==> config.mk <==
export PLATFORM = sky130hd
export DESIGN_NAME = annexb_start_code_to_length_patch
export DESIGN_NICKNAME = d
export VERILOG_FILES = /design/src/rtl/core/abpatch_pkg.sv /design/src/rtl/core/abpatch_in_reg.sv /design/src/rtl/core/abpatch_core.sv /design/src/rtl/core/abpatch_out_reg.sv /design/src/rtl/core/annexb_start_code_to_length_patch.sv
export SDC_FILE = /design/constraint.sdc
export NUM_CORES = 1
export LEC_CHECK = 0
export BUFFER_PORTS_ARGS = -buffer_cell sky130_fd_sc_hd__buf_2
export CAP_MARGIN = 40
export CORE_UTILIZATION = 25
export DETAILED_ROUTE_END_ITERATION = 8
export SKIP_LAST_GASP = 1
export SLEW_MARGIN = 10
export SYNTH_ARGS = -nofsm -noshare
export SYNTH_HDL_FRONTEND = slang
export SYNTH_SLANG_ARGS = --single-unit
==> constraint.sdc <==
create_clock -name aclk -period 6 [get_ports aclk]
set_clock_uncertainty 0.2 [all_clocks]
set_input_delay 1.2 -clock aclk [delete_from_list [all_inputs] [get_ports aclk]]
set_output_delay 1.2 -clock aclk [all_outputs]
set_load 0.01 [all_outputs]
==> src/rtl/core/abpatch_pkg.sv <==
`default_nettype none
package abpatch_pkg;

    localparam int unsigned MAX_FRAME_BYTES = 1048576;

    localparam int unsigned BYTE_W = 8;
    localparam int unsigned OFF_W  = 20;
    localparam int unsigned LEN_W  = 21;
    localparam int unsigned POS_W  = $clog2(MAX_FRAME_BYTES + 1);
    localparam int unsigned CALC_W = (POS_W > LEN_W) ? POS_W : LEN_W;

    localparam int unsigned OUT_DATA_W = ((OFF_W + LEN_W + 7) / 8) * 8;
    localparam int unsigned OUT_USER_W = 2;

    localparam logic [BYTE_W-1:0] START_TAIL = BYTE_W'(1);
    localparam logic [1:0]        ZRUN_MAX   = 2'd3;

    typedef struct packed {
        logic             valid;
        logic [OFF_W-1:0] patch_offset;
        logic [LEN_W-1:0] patch_length;
        logic             patch_valid;
        logic             frame_end;
        logic             frame_too_long;
    } result_t;

endpackage
`default_nettype wire

==> src/rtl/core/abpatch_in_reg.sv <==
`default_nettype none
module abpatch_in_reg
    import abpatch_pkg::*;
(
    input  wire logic              aclk,
    input  wire logic              aresetn,
    input  wire logic              s_tvalid,
    output logic                   s_tready,
    input  wire logic [BYTE_W-1:0] s_tdata,
    input  wire logic              s_tlast,
    input  wire logic              advance,
    output logic                   in_valid,
    output logic [BYTE_W-1:0]      in_byte,
    output logic                   in_last
);

    logic              valid_reg, valid_next;
    logic [BYTE_W-1:0] byte_reg;
    logic              last_reg;

    assign s_tready = !valid_reg || advance;
    assign in_valid = valid_reg;
    assign in_byte  = byte_reg;
    assign in_last  = last_reg;

    always_comb begin
        valid_next = valid_reg;
        if (s_tready) begin
            valid_next = s_tvalid;
        end
    end

    always_ff @(posedge aclk) begin
        if (!aresetn) begin
            valid_reg <= 1'b0;
        end else begin
            valid_reg <= valid_next;
        end
        if (s_tvalid && s_tready) begin
            byte_reg <= s_tdata;
            last_reg <= s_tlast;
        end
    end

endmodule
`default_nettype wire

==> src/rtl/core/abpatch_core.sv <==
`default_nettype none
module abpatch_core
    import abpatch_pkg::*;
(
    input  wire logic              aclk,
    input  wire logic              aresetn,
    input  wire logic              fire,
    input  wire logic [BYTE_W-1:0] in_byte,
    input  wire logic              in_last,
    output result_t                res
);

    logic [POS_W-1:0]  pos_reg, pos_next;
    logic [1:0]        zrun_reg, zrun_next;
    logic [POS_W-1:0]  prev_reg, prev_next;
    logic              have_prev_reg, have_prev_next;
    logic              ovf_reg, ovf_next;

    logic              in_range;
    logic              ovf_now;
    logic              is_start;
    logic [CALC_W-1:0] idx_ext;
    logic [CALC_W-1:0] prev_ext;
    logic [CALC_W-1:0] end_len;
    logic [CALC_W-1:0] mid_len;

    assign in_range = pos_reg < POS_W'(MAX_FRAME_BYTES);
    assign ovf_now  = ovf_reg || !in_range;
    assign is_start = (in_byte == START_TAIL) && (zrun_reg == ZRUN_MAX) && !ovf_now;
    assign idx_ext  = CALC_W'(pos_reg);
    assign prev_ext = CALC_W'(prev_reg);
    // final unit: (idx + 1) - prev - 4; inner unit: (idx - 3) - prev - 4
    assign end_len  = idx_ext - prev_ext - CALC_W'(3);
    assign mid_len  = idx_ext - prev_ext - CALC_W'(7);

    always_comb begin
        pos_next       = pos_reg;
        zrun_next      = zrun_reg;
        prev_next      = prev_reg;
        have_prev_next = have_prev_reg;
        ovf_next       = ovf_now;
        res            = '0;
        if (in_last) begin
            res.valid          = 1'b1;
            res.frame_end      = 1'b1;
            res.frame_too_long = ovf_now;
            if (!ovf_now && have_prev_reg) begin
                res.patch_valid  = 1'b1;
                res.patch_offset = prev_reg[OFF_W-1:0];
                res.patch_length = end_len[LEN_W-1:0];
            end
            pos_next       = '0;
            zrun_next      = '0;
            prev_next      = '0;
            have_prev_next = 1'b0;
            ovf_next       = 1'b0;
        end else begin
            if (in_byte == '0) begin
                if (zrun_reg != ZRUN_MAX) begin
                    zrun_next = zrun_reg + 2'd1;
                end
            end else begin
                zrun_next = '0;
                if (is_start) begin
                    if (have_prev_reg) begin
                        res.valid        = 1'b1;
                        res.patch_valid  = 1'b1;
                        res.patch_offset = prev_reg[OFF_W-1:0];
                        res.patch_length = mid_len[LEN_W-1:0];
                    end
                    prev_next      = pos_reg - POS_W'(3);
                    have_prev_next = 1'b1;
                end
            end
            if (in_range) begin
                pos_next = pos_reg + POS_W'(1);
            end
        end
    end

    always_ff @(posedge aclk) begin
        if (!aresetn) begin
            pos_reg       <= '0;
            zrun_reg      <= '0;
            prev_reg      <= '0;
            have_prev_reg <= 1'b0;
            ovf_reg       <= 1'b0;
        end else if (fire) begin
            pos_reg       <= pos_next;
            zrun_reg      <= zrun_next;
            prev_reg      <= prev_next;
            have_prev_reg <= have_prev_next;
            ovf_reg       <= ovf_next;
        end
    end

endmodule
`default_nettype wire

==> src/rtl/core/abpatch_out_reg.sv <==
`default_nettype none
module abpatch_out_reg
    import abpatch_pkg::*;
(
    input  wire logic                  aclk,
    input  wire logic                  aresetn,
    input  wire logic                  fire,
    input  wire result_t               res,
    output logic                       load,
    output logic                       m_tvalid,
    input  wire logic                  m_tready,
    output logic [OUT_DATA_W-1:0]      m_tdata,
    output logic [OUT_USER_W-1:0]      m_tuser,
    output logic                       m_tlast
);

    logic    valid_reg, valid_next;
    result_t res_reg;

    assign load       = !valid_reg || m_tready;
    assign valid_next = load ? (fire && res.valid) : valid_reg;

    assign m_tvalid = valid_reg;
    assign m_tdata  = OUT_DATA_W'({res_reg.patch_length, res_reg.patch_offset});
    assign m_tuser  = {res_reg.frame_too_long, res_reg.patch_valid};
    assign m_tlast  = res_reg.frame_end;

    always_ff @(posedge aclk) begin
        if (!aresetn) begin
            valid_reg <= 1'b0;
        end else begin
            valid_reg <= valid_next;
        end
        if (load) begin
            res_reg <= res;
        end
    end

endmodule
`default_nettype wire

==> src/rtl/core/annexb_start_code_to_length_patch.sv <==
// Annex B start code scanner that emits length-prefix patches.
//
// Input: one frame byte per beat on s_tdata, s_tlast on the final byte.
// Output: one beat per start code after the first, holding the offset of
// the previous start code and the big-endian unit length to write over its
// four bytes, plus one beat on every frame's last byte (m_tlast high) that
// closes the final unit or carries patch_valid low.
// Throughput: one byte per cycle while m_tready does not stall the output; the
// scan state updates between the input register and the output register.
// A result reaches m_tvalid through the input register, which takes its byte,
// and then the output register.
// Reset clears the frame state and the valid flags of both registers; the
// first byte can be taken as soon as reset is released.
// A stall on m_tready holds the pending result and stops the scan; s_tready
// drops only once the input register also holds a byte.
// Frames longer than MAX_FRAME_BYTES report frame_too_long on the last beat.
`default_nettype none
module annexb_start_code_to_length_patch
    import abpatch_pkg::*;
(
    input  wire logic                  aclk,
    input  wire logic                  aresetn,
    input  wire logic                  s_tvalid,
    output logic                       s_tready,
    input  wire logic [BYTE_W-1:0]     s_tdata,   // data_byte
    input  wire logic                  s_tlast,
    output logic                       m_tvalid,
    input  wire logic                  m_tready,
    output logic [OUT_DATA_W-1:0]      m_tdata,   // patch_offset, patch_length, zero pad
    output logic [OUT_USER_W-1:0]      m_tuser,   // patch_valid, frame_too_long
    output logic                       m_tlast
);

    logic              load;
    logic              in_valid;
    logic [BYTE_W-1:0] in_byte;
    logic              in_last;
    logic              fire;
    result_t           res;

    assign fire = in_valid && load;

    abpatch_in_reg u_in_reg (
        .aclk     (aclk),
        .aresetn  (aresetn),
        .s_tvalid (s_tvalid),
        .s_tready (s_tready),
        .s_tdata  (s_tdata),
        .s_tlast  (s_tlast),
        .advance  (load),
        .in_valid (in_valid),
        .in_byte  (in_byte),
        .in_last  (in_last)
    );

    abpatch_core u_core (
        .aclk    (aclk),
        .aresetn (aresetn),
        .fire    (fire),
        .in_byte (in_byte),
        .in_last (in_last),
        .res     (res)
    );

    abpatch_out_reg u_out_reg (
        .aclk     (aclk),
        .aresetn  (aresetn),
        .fire     (fire),
        .res      (res),
        .load     (load),
        .m_tvalid (m_tvalid),
        .m_tready (m_tready),
        .m_tdata  (m_tdata),
        .m_tuser  (m_tuser),
        .m_tlast  (m_tlast)
    );

endmodule
`default_nettype wire

Yosys cells after proc, flatten, opt, wreduce, memory -nomap -nowiden:

Cells that the tools add are included.

* $add $sub $neg: 6
* order comparisons: 1
* equality and inequality tests: 5
* muxes and demuxes: 18
* reductions and logical operators: 19

Operator list (count)
* 43-bit two-way mux: 4
* 21-bit two-way mux: 5
* 42-bit two-way mux: 1
* 21-bit by 2-bit subtractor with 21-bit output (second input constant): 2
* 21-bit by 1-bit adder with 21-bit output (second input constant): 1
* 21-bit less-than comparator (second input constant): 1
* 21-bit subtractor: 1
* 21-bit by 3-bit subtractor with 21-bit output (second input constant): 1
* 8-bit by 1-bit == test with 1-bit output (second input constant): 1
* 8-bit logical NOT: 1
* 2-bit two-way mux: 4
* 1-bit logical AND: 6
* 1-bit logical NOT: 4
* 1-bit two-way mux: 4
* 2-bit inequality test (second input constant): 2
* 2-bit AND reduction: 2
* 2-bit nonzero test: 2
* 1-bit logical OR: 3
* 3-bit inequality test (second input constant): 1
* 3-bit AND reduction: 1
* 2-bit by 1-bit adder with 2-bit output (second input constant): 1
* 2-bit == test (second input constant): 1

* register bits: 101
* input bits: 13
* output and inout bits: 53
* logic and storage cells: 63

Depth between registers and ports, before layout:

Gate-level depths: netlist of run 1.

* depth after elaboration: 9
* depth in mapped cells: 13

Modules after synthesis:

Synthesis of run 1 repeated with hierarchy kept, for this count alone.

* cell total of the unflattened synthesis: 730
* area total of the unflattened synthesis: 6525.0 µm²

By module, submodules not included
* abpatch_core: times used 1, cells an instance 659, area an instance 4764.6 µm², seq. area each 920.9 µm²
* abpatch_out_reg: times used 1, cells an instance 56, area an instance 1426.4 µm², seq. area each 1341.3 µm²
* abpatch_in_reg: times used 1, cells an instance 14, area an instance 327.8 µm², seq. area each 290.3 µm²
* annexb_start_code_to_length_patch: times used 1, cells an instance 1, area an instance 6.3 µm², seq. area each 0.0 µm²

Least setup slack after synthesis of run 1:

OpenSTA, ideal clock, no wires.

* path kind: input -> register
* start point: in m_tready
* end point: reg u_core.pos_reg[16] (netlist: u_core.idx_ext[16])
* data arrival time: 3.729 ns
* data required time: 5.727 ns
* slack: 1.998 ns
* cell stages on the path: 9
* path buffers: 1
* path through: nor2b_1 -> inv_1 -> nand2_1 -> a21oi_1 -> nand2_1 -> or3_1 -> clkbuf_1 -> or3_1 -> a21oi_1

* word-level cells in the longest chain between the ends: 3

RTL lines
* from (decl): line annexb_start_code_to_length_patch.sv:28 `input wire logic m_tready,`
* 1-bit logical OR: line abpatch_out_reg.sv:20 `assign load = !valid_reg || m_tready;`
* named net load: line annexb_start_code_to_length_patch.sv:34 `logic load;`
* 1-bit logical AND: line annexb_start_code_to_length_patch.sv:41 `assign fire = in_valid && load;`
* 2-bit AND reduction (no source line)
* to (signal assigned): line abpatch_core.sv:89 `pos_reg <= pos_next;`
* to (decl): line abpatch_core.sv:13 `logic [POS_W-1:0] pos_reg, pos_next;`

The timed path passes the listed nets, and every way through them passes these cells.
A chain may end at the register's enable or synchronous reset.

==> summary.md, run 1 <==
| Metric | Value |
|---|---|
| Initial Util | `25.54%` |
| Tot Pwr | `1.387 mW` |
| Total CTS buffers | `9` |
| Final setup fails | `0` |
| Routed Wire Length | `16,320 µm` |
| CTS sink count | `101` |
| Post-cts sizing count | `0` |
| Relative slew slack | `37.29%` |
| Most common cell after layout, fill and taps aside | `nor2_1` |
| Post-CTS Setup Inserts | `0` |
| Max Fclk | `254.9 MHz` |
| Port bufs | `58` |
| Final ANT Viol Nets | `0` |
| Crit Path Max Fanout | `6` |
| Via density | `4.917` |
| Crit Path Class | `reg2reg` |
| Worst skew pair latency | `0.37 ns` |
| Hold Buf Count CTS | `0` |
| Cell row count | `58` |
| Post-Syn Area | `6449 µm²` |
| CP max stage cell | `nor4_1` |
| Vias after detailed routing | `5,369` |
| Hold Fails Final Rpt | `0` |
| Worst Tran Pin Value | `0.9335 ns` |
| EDFF count, synth | `53` |
| Root buf cell | `clkbuf_16` |
| Max Cap Viol | `0` |
| Critical path arrival | `3.82 ns` |
| Sequential share of the synthesized area | `39.58%` |
| Tcrit/Tclk final | `65.39%` |
| Fraction of layout cells with a size suffix above 1 | `14.72%` |
| Initial antenna violation count | `0` |
| Post-synthesis cell count | `720` |
| Number of flip-flops in the largest register | `41` |
| Die ar. | `26,440 µm²` |
| Synth Register Bits | `101` |
| Tmin final | `3.923 ns` |
| Synthesis warning total | `0` |
| Cell area after layout | `7312 µm²` |
| RSZ-0062 raised after global routing | `false` |
| CTS H-tree lvls | `3` |
| Initial drt markers | `487` |
| Critical Path RT | `5.90 ns` |
| Hold WC Path Type | `reg2reg` |
| First-pass GRT wire length | `26,020 µm` |
| Critical Path Start Type | `flip-flop` |
| Hold slack | `0.2717 ns` |
| TritonRoute pass-1 iters | `5` |
| DRC | `0` |
| Slew Limit Fails | `0` |
| Global Route Usage Sum | `12.57%` |
| Wire per inst | `14.95 µm` |
| Ys flop type | `edfxtp_1` |
| CTS tree | `yes` |
| Worst setup EP type | `flip-flop` |
| Die height | `162.6 µm` |
| Max Root-Sink Buffers | `2` |
| Reg clk slew, reported paths | `0.08 ns` |
| Layout overhead on the synthesized area | `13.39%` |
| Grt total ovfl | `0` |
| CP Cell Sequence | `inv_1, ha_1, fa_1, nor2b_1, o2111ai_1, o211ai_1, a21boi_2, nand4_4, nor4_1, nand3b_1, a221oi_1, a21oi_1` |
| Synthesized area per cell | `8.957 µm²` |
| Vias in the first global route | `5,008` |
| Status | `finished, final reports clean` |
| Crit path largest cell delay | `0.75 ns` |
| Worst vdd ir | `0.0001296 V` |
| Die W | `162.6 µm` |
| Largest net degree at the start of global routing | `32` |
| Area after DPL | `7010 µm²` |
| PD cells | `189.6 nW/µm²` |
| Routability cong. | `0.8794` |
| Nets@finish | `793` |
| Most frequent cells in the layout | `nor2_1, buf_2, edfxtp_1, nand2_1, dfxtp_1` |
| Setup TNS | `0 ns` |
| Total core area | `25,250 µm²` |
| Io pins | `66` |
| Asr flop ratio synth | `0%` |
| Unique cell type count in the Yosys netlist | `82` |
| Dpl hpwl | `12,200 µm` |
| P_leak | `2.919 nW` |
==> area by class of cell <==
class	instances	area [µm²]
Antenna cell	1	2.502
Inverter	35	131.4
Clock inverter	7	68.82
Timing Repair Buffer	66	347.8
Sequential cell	101	2552
Fill cell	2717	17940
Clock buffer	9	225.2
Multi-Input combinational cell	543	3571
Tap cell	330	412.9
==> Yosys cell counts, drive strengths merged, types with 7 or more instances <==
cell    instances  area share, %
nor3           19            1.5
nand2          49            2.9
a22oi          24            2.8
o211ai          7           0.97
inv            35            2.0
nor4           12            1.2
a31oi           7           0.91
nand3          25            1.9
edfxtp         53             25
xnor2          26            3.5
nor2           76            4.4
or3             9           0.87
buf            16            1.7
nand2b          7           0.68
and2           10           0.97
a21oi          45            4.0
clkbuf         31            1.8
xor2           26            3.5
and3           10           0.97
o21ai          33            2.7
o21a            7           0.81
ha             23            4.5
dfxtp          48             15
nor2b          32            3.1
==> worst max-delay path: cells and delay by family (launching register included) <==
| family | cells | cell delay [ns] |
|---|---|---|
| compound gates | 5 | 1.08 |
| fa+ha+maj | 2 | 0.62 |
| simple gates | 4 | 1.29 |
| flops | 1 | 0.37 |
| buf+inv | 1 | 0.09 |
==> stage by stage <==
stage	instances	utilization (%)	setup WS, ns
finish	1092	28.95	2.077
CTS	1090	28.92	2.096
detailed placement	1074	27.76	2.094
floorplan	726	-	1.998
global route	1091	28.94	1.765
global placement	1072	27.70	2.247
==> path summary, 6_finish.rpt <==
| path | slack (ns) | to | cells past startpoint | start |
|---|---|---|---|---|
| hold / removal | 0.27 | u_core.ovf_reg | 2 | u_core.ovf_reg |
| hold reg to reg | 0.27 | u_core.ovf_reg | 2 | u_core.ovf_reg |
| setup / recovery | 2.08 | u_out_reg.m_tdata[36] | 12 | u_core.idx_ext[0] |
| setup reg to reg | 2.08 | u_out_reg.m_tdata[36] | 12 | u_core.idx_ext[0] |
==> cell families (layout without fill, tap and decap cells) <==
kind of cell / after synthesis / in the layout / synth area share (%)
AND/OR/NAND/NOR: 278 / 278 / 22.43
AO/OA/AOI/OAI: 175 / 175 / 19.46
flip-flops: 101 / 101 / 39.58
buffers and inverters: 82 / 117 / 5.530
XOR/XNOR: 52 / 52 / 7.063
adder cells (fa/ha/maj): 26 / 26 / 5.084
multiplexers: 5 / 5 / 0.7955
other: 1 / 8 / 0.05815
==> routing by layer <==
layer / up-vias / track usage (%) / wire length, µm
li1: 2668 / - / -
met1: 2541 / 16.04 / 7536
met2: 130 / 20.47 / 7625
met3: 30 / 2.521 / 750
met4: 0 / 5.523 / 410
met5: - / 0 / 0
==> where the power goes <==
part | total (mW) | internal [mW] | switching (mW)
logic | 0.0584 | 0.0214 | 0.0371
clock network | 0.589 | 0.293 | 0.296
registers | 0.739 | 0.734 | 0.00489
Note: power is estimated with default switching activity, not from simulation.
==> run 2, diff against run 1 <==
- clock period: 6 -> 3.5 ns (I/O delays scaled with it)
==> run 2 against run 1 <==
  * First-iteration DRC count down 36%
  * Non-clock buffer count rose by 63
  * Critical path depth down 1
  * Global-route usage increased by 0.60 points
  * Sequential share of layout area decreased by 2.7 points
  * Power grew 72%
  * Die area unchanged
  * Critical endpoint is now u_out_reg.m_tdata[40]
  * Largest cell class unchanged
  * Highest routed layer unchanged
==> summary.md, run 2 (synthesis gave the netlist of run 1 again) <==
| Metric | Value |
|---|---|
| Reg area | `2555 µm² (about the same)` |
| Final Util | `31.42% (+2.5 points)` |
| Tmin final | `3.456 ns (-0.4674 ns)` |
| DP Cell Count | `1,135 (+5.7%)` |
| Crit Path Max Fanout | `4 (-2)` |
| Max Root-Sink Buffers | `2 (unchanged)` |
| Pre-CTS setup slack | `-0.02952 ns (-2.124 ns)` |
| CTS sink count | `101 (unchanged)` |
| R2r startpoint | `u_core.prev_ext[1]` |
| Slew Limit Fails | `0 (unchanged)` |
| Tcrit/Tclk final | `98.74% (+33 points)` |
| Hold wc startpoint | `u_core.ovf_reg` |
| Multi-input combinational cell area | `3700 µm² (+3.6%)` |
| Hold Buf Count CTS | `0 (unchanged)` |
| RSZ-0062 raised after global routing | `true` |
| Io pins | `66 (unchanged)` |
| Setup TNS | `0 ns (unchanged)` |
| Cell row count | `58 (unchanged)` |
| Die ar. | `26,440 µm² (unchanged)` |
| Critical Path RT | `3.53 ns (-2.37 ns)` |
| Hold slack | `0.2737 ns (+0.002056 ns)` |
| Max Fclk | `289.4 MHz (+14%)` |
| Critical path arrival | `3.48 ns (-0.34 ns)` |
| Area after DPL | `7472 µm² (+6.6%)` |
| Initial drt markers | `314 (-36%)` |
| Post-route insts no fill | `1,154 (+5.7%)` |
| PD cells | `300.9 nW/µm² (+59%)` |
| P_leak | `3.279 nW (+12%)` |
| Crit-path leading delay family | `simple AND/OR/NAND/NOR gates` |
| Via density | `4.836 (-1.6%)` |
| Grt total ovfl | `0 (unchanged)` |
| Die height | `162.6 µm (unchanged)` |
| TritonRoute pass-1 iters | `5 (unchanged)` |
| CTS H-tree lvls | `3 (unchanged)` |
| Nets@finish | `856 (+7.9%)` |
| Root buf cell | `clkbuf_16` |
| Status | `finished, final reports clean` |
| Routed Wire Length | `16,950 µm (+3.9%)` |
| Worst setup EP type | `flip-flop` |
| First-pass GRT wire length | `27,500 µm (+5.7%)` |
| Reg clk slew, reported paths | `0.08 ns (about the same)` |
| Routability cong. | `0.8822 (+0.32%)` |
| Cell area after layout | `7934 µm² (+8.5%)` |
| WP buf/inv | `1 (unchanged)` |
| N_diodes | `0 (-1)` |
| Largest net degree at the start of global routing | `46 (+44%)` |
| Most common cell after layout, fill and taps aside | `nor2_1` |
| Critical Path Start | `u_core.prev_ext[1]` |
| Wire per inst | `14.69 µm (-1.7%)` |
| Vias after detailed routing | `5,581 (+3.9%)` |
| Vias in the first global route | `5,410 (+8.0%)` |
| Die W | `162.6 µm (unchanged)` |
| Hold Fails Final Rpt | `0 (unchanged)` |
| Worst Tran Pin Value | `0.6805 ns (-0.2530 ns)` |
| Crit path largest cell delay | `0.56 ns (-0.19 ns)` |
| CP Cell Sequence | `inv_1, ha_1, nor2b_1, o2111ai_2, a21oi_2, o31a_1, o221a_2, xor2_1, or4b_4, or3b_1, nand3_1` |
| Port bufs | `58 (unchanged)` |
| Final setup fails | `0 (unchanged)` |
| Total core area | `25,250 µm² (unchanged)` |
| Fraction of layout cells with a size suffix above 1 | `23.79% (+9.1 points)` |
| Fin worst setup slack | `0.04415 ns (-2.033 ns)` |
| CP max stage cell | `or4b_4` |
| Fillcell total | `2,646 (-2.6%)` |
| CTS tree | `yes` |
| Relative slew slack | `54.30% (+17 points)` |
| Tot Pwr | `2.387 mW (+72%)` |
| Layout overhead on the synthesized area | `23.03%` |
| Worst skew pair latency | `0.36 ns (about the same)` |
| Worst vdd ir | `0.0001987 V (+53%)` |
| Max Cap Viol | `0 (unchanged)` |
| Critical Path Start Type | `flip-flop` |
| Initial Util | `25.54% (unchanged)` |
| Initial antenna violation count | `1 (+1)` |
| Total CTS buffers | `9 (unchanged)` |
| Final ANT Viol Nets | `0 (unchanged)` |
| Global Route Usage Sum | `13.17% (+0.60 points)` |
| Hold WC Path Type | `reg2reg` |
| Number of flip-flops in the largest register | `41 (unchanged)` |
| DRC | `0 (unchanged)` |
| Most frequent cells in the layout | `nor2_1, buf_4, buf_2, edfxtp_1, nand2_1` |
| Dpl hpwl | `12,500 µm (+2.5%)` |
| Crit Path Class | `reg2reg` |
[run 2: cell count changes in the layout (fill, tap and decap cells not counted), moves of 2 or more]
| cell | delta |
|---|---|
| o2111ai_1 | -2 |
| nor4_2 | +2 |
| a21oi_1 | -2 |
| dfxtp_1 | -2 |
| nor3_1 | -2 |
| clkinv_4 | +2 |
| nor4_1 | -2 |
| o2111ai_2 | +2 |
| buf_4 | +63 |
| dfxtp_2 | +2 |
| nor3_2 | +2 |
| ha_1 | -2 |
[run 2: worst paths after layout]
kind                                              end  slack (ns)  cells past startpoint
worst min-delay path                   u_core.ovf_reg        0.27                      2
worst max-delay path            u_out_reg.m_tdata[40]        0.04                     11
worst min register to register         u_core.ovf_reg        0.27                      2
worst max register to register  u_out_reg.m_tdata[40]        0.04                     11
[run 2: report_power, final]
| group | internal (mW) | switching (mW) | leakage [nW] |
|---|---|---|---|
| Clock | 0.508 | 0.503 | 0.148 |
| Sequential | 1.26 | 0.00884 | 1.01 |
| Combinational | 0.0430 | 0.0665 | 2.12 |
[run 2: routing by layer]
layer / track usage, % / part of all wire, % / vias up
met3: 2.037 / 3.3 / 27
met2: 21.81 / 48 / 118
li1: - / - / 2787
met5: 0 / 0 / -
met1: 16.63 / 47 / 2649
met4: 6.457 / 2.7 / 0
[run 2: repair_timing]
item | CTS | global route
hold endpoints to repair | 0 | 0
pin swaps | 3 | 15
endpoints found under the setup margin | 1 | 12
gates resized for setup | 1 | 30
buffers inserted | 0 | 3
gates cloned | 0 | 0
[run 2: layout make-up]
class	count	share of cell area, %
timing repair buffer	129	10.42
sequential	101	32.20
clock buffer	9	2.839
multi-input combinational	543	46.63
inverter	35	1.703
tap	330	5.204
clock inverter	7	0.9935
[run 2: worst min-delay path: cells and delay by family (launching register included)]
kind	cells	cell delay [ns]
compound gates	1	0.04
simple gates	1	0.07
flops	1	0.33
==> run 3, diff against run 2 <==
--- a/config.mk
+++ b/config.mk
@@ -11,2 +11,3 @@
 export DETAILED_ROUTE_END_ITERATION = 8
+export SETUP_SLACK_MARGIN = 0.1
 export SKIP_LAST_GASP = 1
==> constraint.sdc (replaced) <==
create_clock -name aclk -period 3.5 [get_ports aclk]
set_clock_uncertainty 0.2 [all_clocks]
set_input_delay 0.35 -clock aclk [delete_from_list [all_inputs] [get_ports aclk]]
set_output_delay 0.35 -clock aclk [all_outputs]
set_load 0.01 [all_outputs]
==> run 3 against run 2 <==
  * Sequential cell count did not move
  * Highest routed layer unchanged
  * First-iteration DRC count rose by 11%
  * Core utilization rose by 1.2 points
  * Cell area rose by 3.7%
  * Largest cell class unchanged
  * Maximum frequency rose by 3.1%
  * Combinational power rose by 10%
  * Worst hold slack got worse by 0.25 ns
==> summary.md, run 3 (synthesis gave the netlist of run 1 again) <==
| Metric | Value |
|---|---|
| RSZ-0062 raised after global routing | `true` |
| Crit Path Class | `reg2reg` |
| Status | `finished, final reports clean` |
| Grt total ovfl | `0 (unchanged)` |
| PD cells | `296.0 nW/µm² (-1.6%)` |
| Initial antenna violation count | `0 (-1)` |
| Critical Path Start Type | `flip-flop` |
| Cell row count | `58 (unchanged)` |
| Fin worst setup slack | `0.1479 ns (+0.1037 ns)` |
| Clock power frac | `43.0% (+0.7 points)` |
| Critical path arrival | `3.39 ns (-0.09 ns)` |
| Pre-CTS setup slack | `-0.03699 ns (-0.007471 ns)` |
| Vias in the first global route | `5,379 (-0.57%)` |
| Number of flip-flops in the largest register | `41 (unchanged)` |
| Critical Path RT | `3.54 ns (about the same)` |
| Worst reg2reg path depth | `13 (+2)` |
| CTS H-tree lvls | `3 (unchanged)` |
| Layout overhead on the synthesized area | `27.57%` |
| Fraction of layout cells with a size suffix above 1 | `26.74% (+3.0 points)` |
| Worst R2R Setup Slack | `0.15 ns (+0.10 ns)` |
| Hold WC Path Type | `in2reg` |
| Tmin final | `3.352 ns (-0.1037 ns)` |
| DRC | `0 (unchanged)` |
| Relative slew slack | `55.94% (+1.6 points)` |
| Nets@finish | `866 (+1.2%)` |
| CTS sink count | `101 (unchanged)` |
| CTS tree | `yes` |
| Total core area | `25,250 µm² (unchanged)` |
| Most frequent cells in the layout | `nor2_1, buf_4, buf_2, edfxtp_1, nand2_1` |
| Final Util | `32.58% (+1.2 points)` |
| First-pass GRT wire length | `27,160 µm (-1.3%)` |
| Tot Pwr | `2.435 mW (+2.0%)` |
| End of the worst hold path | `u_in_reg.in_valid` |
| Hold Path Depth | `3 (+1)` |
| Dpl hpwl | `12,780 µm (+2.2%)` |
| Max Root-Sink Buffers | `2 (unchanged)` |
| Root buf cell | `clkbuf_16` |
| TritonRoute pass-1 iters | `5 (unchanged)` |
| Crit Path Max Fanout | `5 (+1)` |
| Tcrit/Tclk final | `95.78% (-3.0 points)` |
| Largest net degree at the start of global routing | `46 (unchanged)` |
| Worst Tran Pin Value | `0.6539 ns (-0.02661 ns)` |
| Worst vdd ir | `0.0002254 V (+13%)` |
| Total CTS buffers | `9 (unchanged)` |
| Reg2reg end | `u_out_reg.m_tdata[40]` |
| N_diodes | `0 (unchanged)` |
| Slew Limit Fails | `0 (unchanged)` |
| Routed Wire Length | `17,520 µm (+3.3%)` |
| Initial drt markers | `350 (+11%)` |
| Worst setup EP type | `flip-flop` |
| Switch share | `25.06% (+0.85 points)` |
| Most common cell after layout, fill and taps aside | `nor2_1` |
| Max Fclk | `298.3 MHz (+3.1%)` |
| Hold Fails Final Rpt | `0 (unchanged)` |
| Vias after detailed routing | `5,599 (+0.32%)` |
| Pint | `1.825 mW (+0.88%)` |
| P_leak | `3.372 nW (+2.8%)` |
| Flop pwr share | `52.0% (-1.1 points)` |
| Die ar. | `26,440 µm² (unchanged)` |
| Routability cong. | `0.9021 (+2.3%)` |
| Final setup fails | `0 (unchanged)` |
| Global Route Usage Sum | `13.17% (about the same)` |
| Die height | `162.6 µm (unchanged)` |
| Area after DPL | `7453 µm² (-0.25%)` |
| Net Switching | `610.3 µW (+5.6%)` |
| Io pins | `66 (unchanged)` |
| Hold wc startpoint | `s_tvalid` |
| Worst skew pair latency | `0.37 ns (about the same)` |
| Port bufs | `58 (unchanged)` |
| Initial Util | `25.54% (unchanged)` |
| Wire per inst | `15.05 µm (+2.4%)` |
| Cell area after layout | `8227 µm² (+3.7%)` |
| Logic pwr share | `4.9% (+0.3 points)` |
| Via density | `4.810 (-0.54%)` |
| Reg clk slew, reported paths | `0.08 ns (about the same)` |
| Final ANT Viol Nets | `0 (unchanged)` |
| Setup TNS | `0 ns (unchanged)` |
| Max Cap Viol | `0 (unchanged)` |
| R2r startpoint | `u_core.idx_ext[0]` |
| Die W | `162.6 µm (unchanged)` |
run 3: changes by cell type in the layout (fill, tap and decap cells not counted), sizes merged:
| cell | change |
|---|---|
| buf | +1 |
| clkinv | -2 |
| clkinvlp | -1 |
| dlygate4sd3 | +9 |
| inv | +3 |
run 3: critical path, cell delays in order, from the launching register on:
cell and delay (ns):
dfxtp_2 0.33, inv_2 0.07, ha_4 0.13, fa_2 0.22, nor2b_4 0.05, buf_6 0.11, o2111ai_4 0.27, a21oi_4 0.12
a2111oi_4 0.38, nor3_2 0.10, nor4b_2 0.28, or4b_4 0.50, or3b_1 0.36, nand3_1 0.09
run 3: area by class of cell:
type | count | area (µm²)
clock inverter | 7 | 81.33
clock buffer | 9 | 225.2
tap | 330 | 412.9
multi-input combinational | 543 | 3886
inverter | 35 | 131.4
fill | 2631 | 17030
timing repair buffer | 139 | 928.4
sequential | 101 | 2561
run 3: metrics by stage:
stage | hold WS, ns | std cells
global placement | 0.2483 | 1130
finish | 0.02261 | 1164
global route | 0.06786 | 1164
detailed placement | 0.2585 | 1130
floorplan | 0.2377 | 726
CTS | 0.009636 | 1160
run 3: power groups by stage:
stage          Combinational [mW]  Sequential [mW]  Clock, mW
3_5_place_dp                0.106             1.29          0
6_report                    0.120             1.27       1.05
2_1_floorplan              0.0633             1.30          0
5_1_grt                     0.131             1.27       1.11
3_3_place_gp                0.104             1.29          0
4_1_cts                     0.116             1.27       1.08
run 3: routing by layer:
layer	routed length, µm	global-route usage [%]	vias to the layer above
met5	0	0	-
met4	347	5.225	0
met3	571	2.343	22
met2	8742	23.10	100
met1	7855	15.86	2673
li1	-	-	2804
run 3: what timing repair did:
| action | 4_1_cts | 5_1_grt |
|---|---|---|
| setup buffers | 5 | 4 |
| hold buffers | 9 | 0 |
| hold endpoints to repair | 9 | 0 |
| gates resized for setup | 18 | 42 |
| endpoints found under the setup margin | 9 | 11 |
| pin swaps | 8 | 14 |
run 3: worst max path at each step:
stage	start	end	slack, ns	cells after the start
2_1_floorplan	u_core.idx_ext[0]	u_out_reg.m_tdata[40]	0.13	12
3_3_place_gp	u_core.idx_ext[0]	u_out_reg.m_tdata[40]	0.06	12
3_5_place_dp	u_core.idx_ext[0]	u_out_reg.m_tdata[40]	-0.04	12
4_1_cts	u_core.idx_ext[0]	u_out_reg.m_tdata[40]	0.09	13
5_1_grt	u_core.idx_ext[0]	u_out_reg.m_tdata[40]	0.03	13
6_report	u_core.idx_ext[0]	u_out_reg.m_tdata[40]	0.15	13
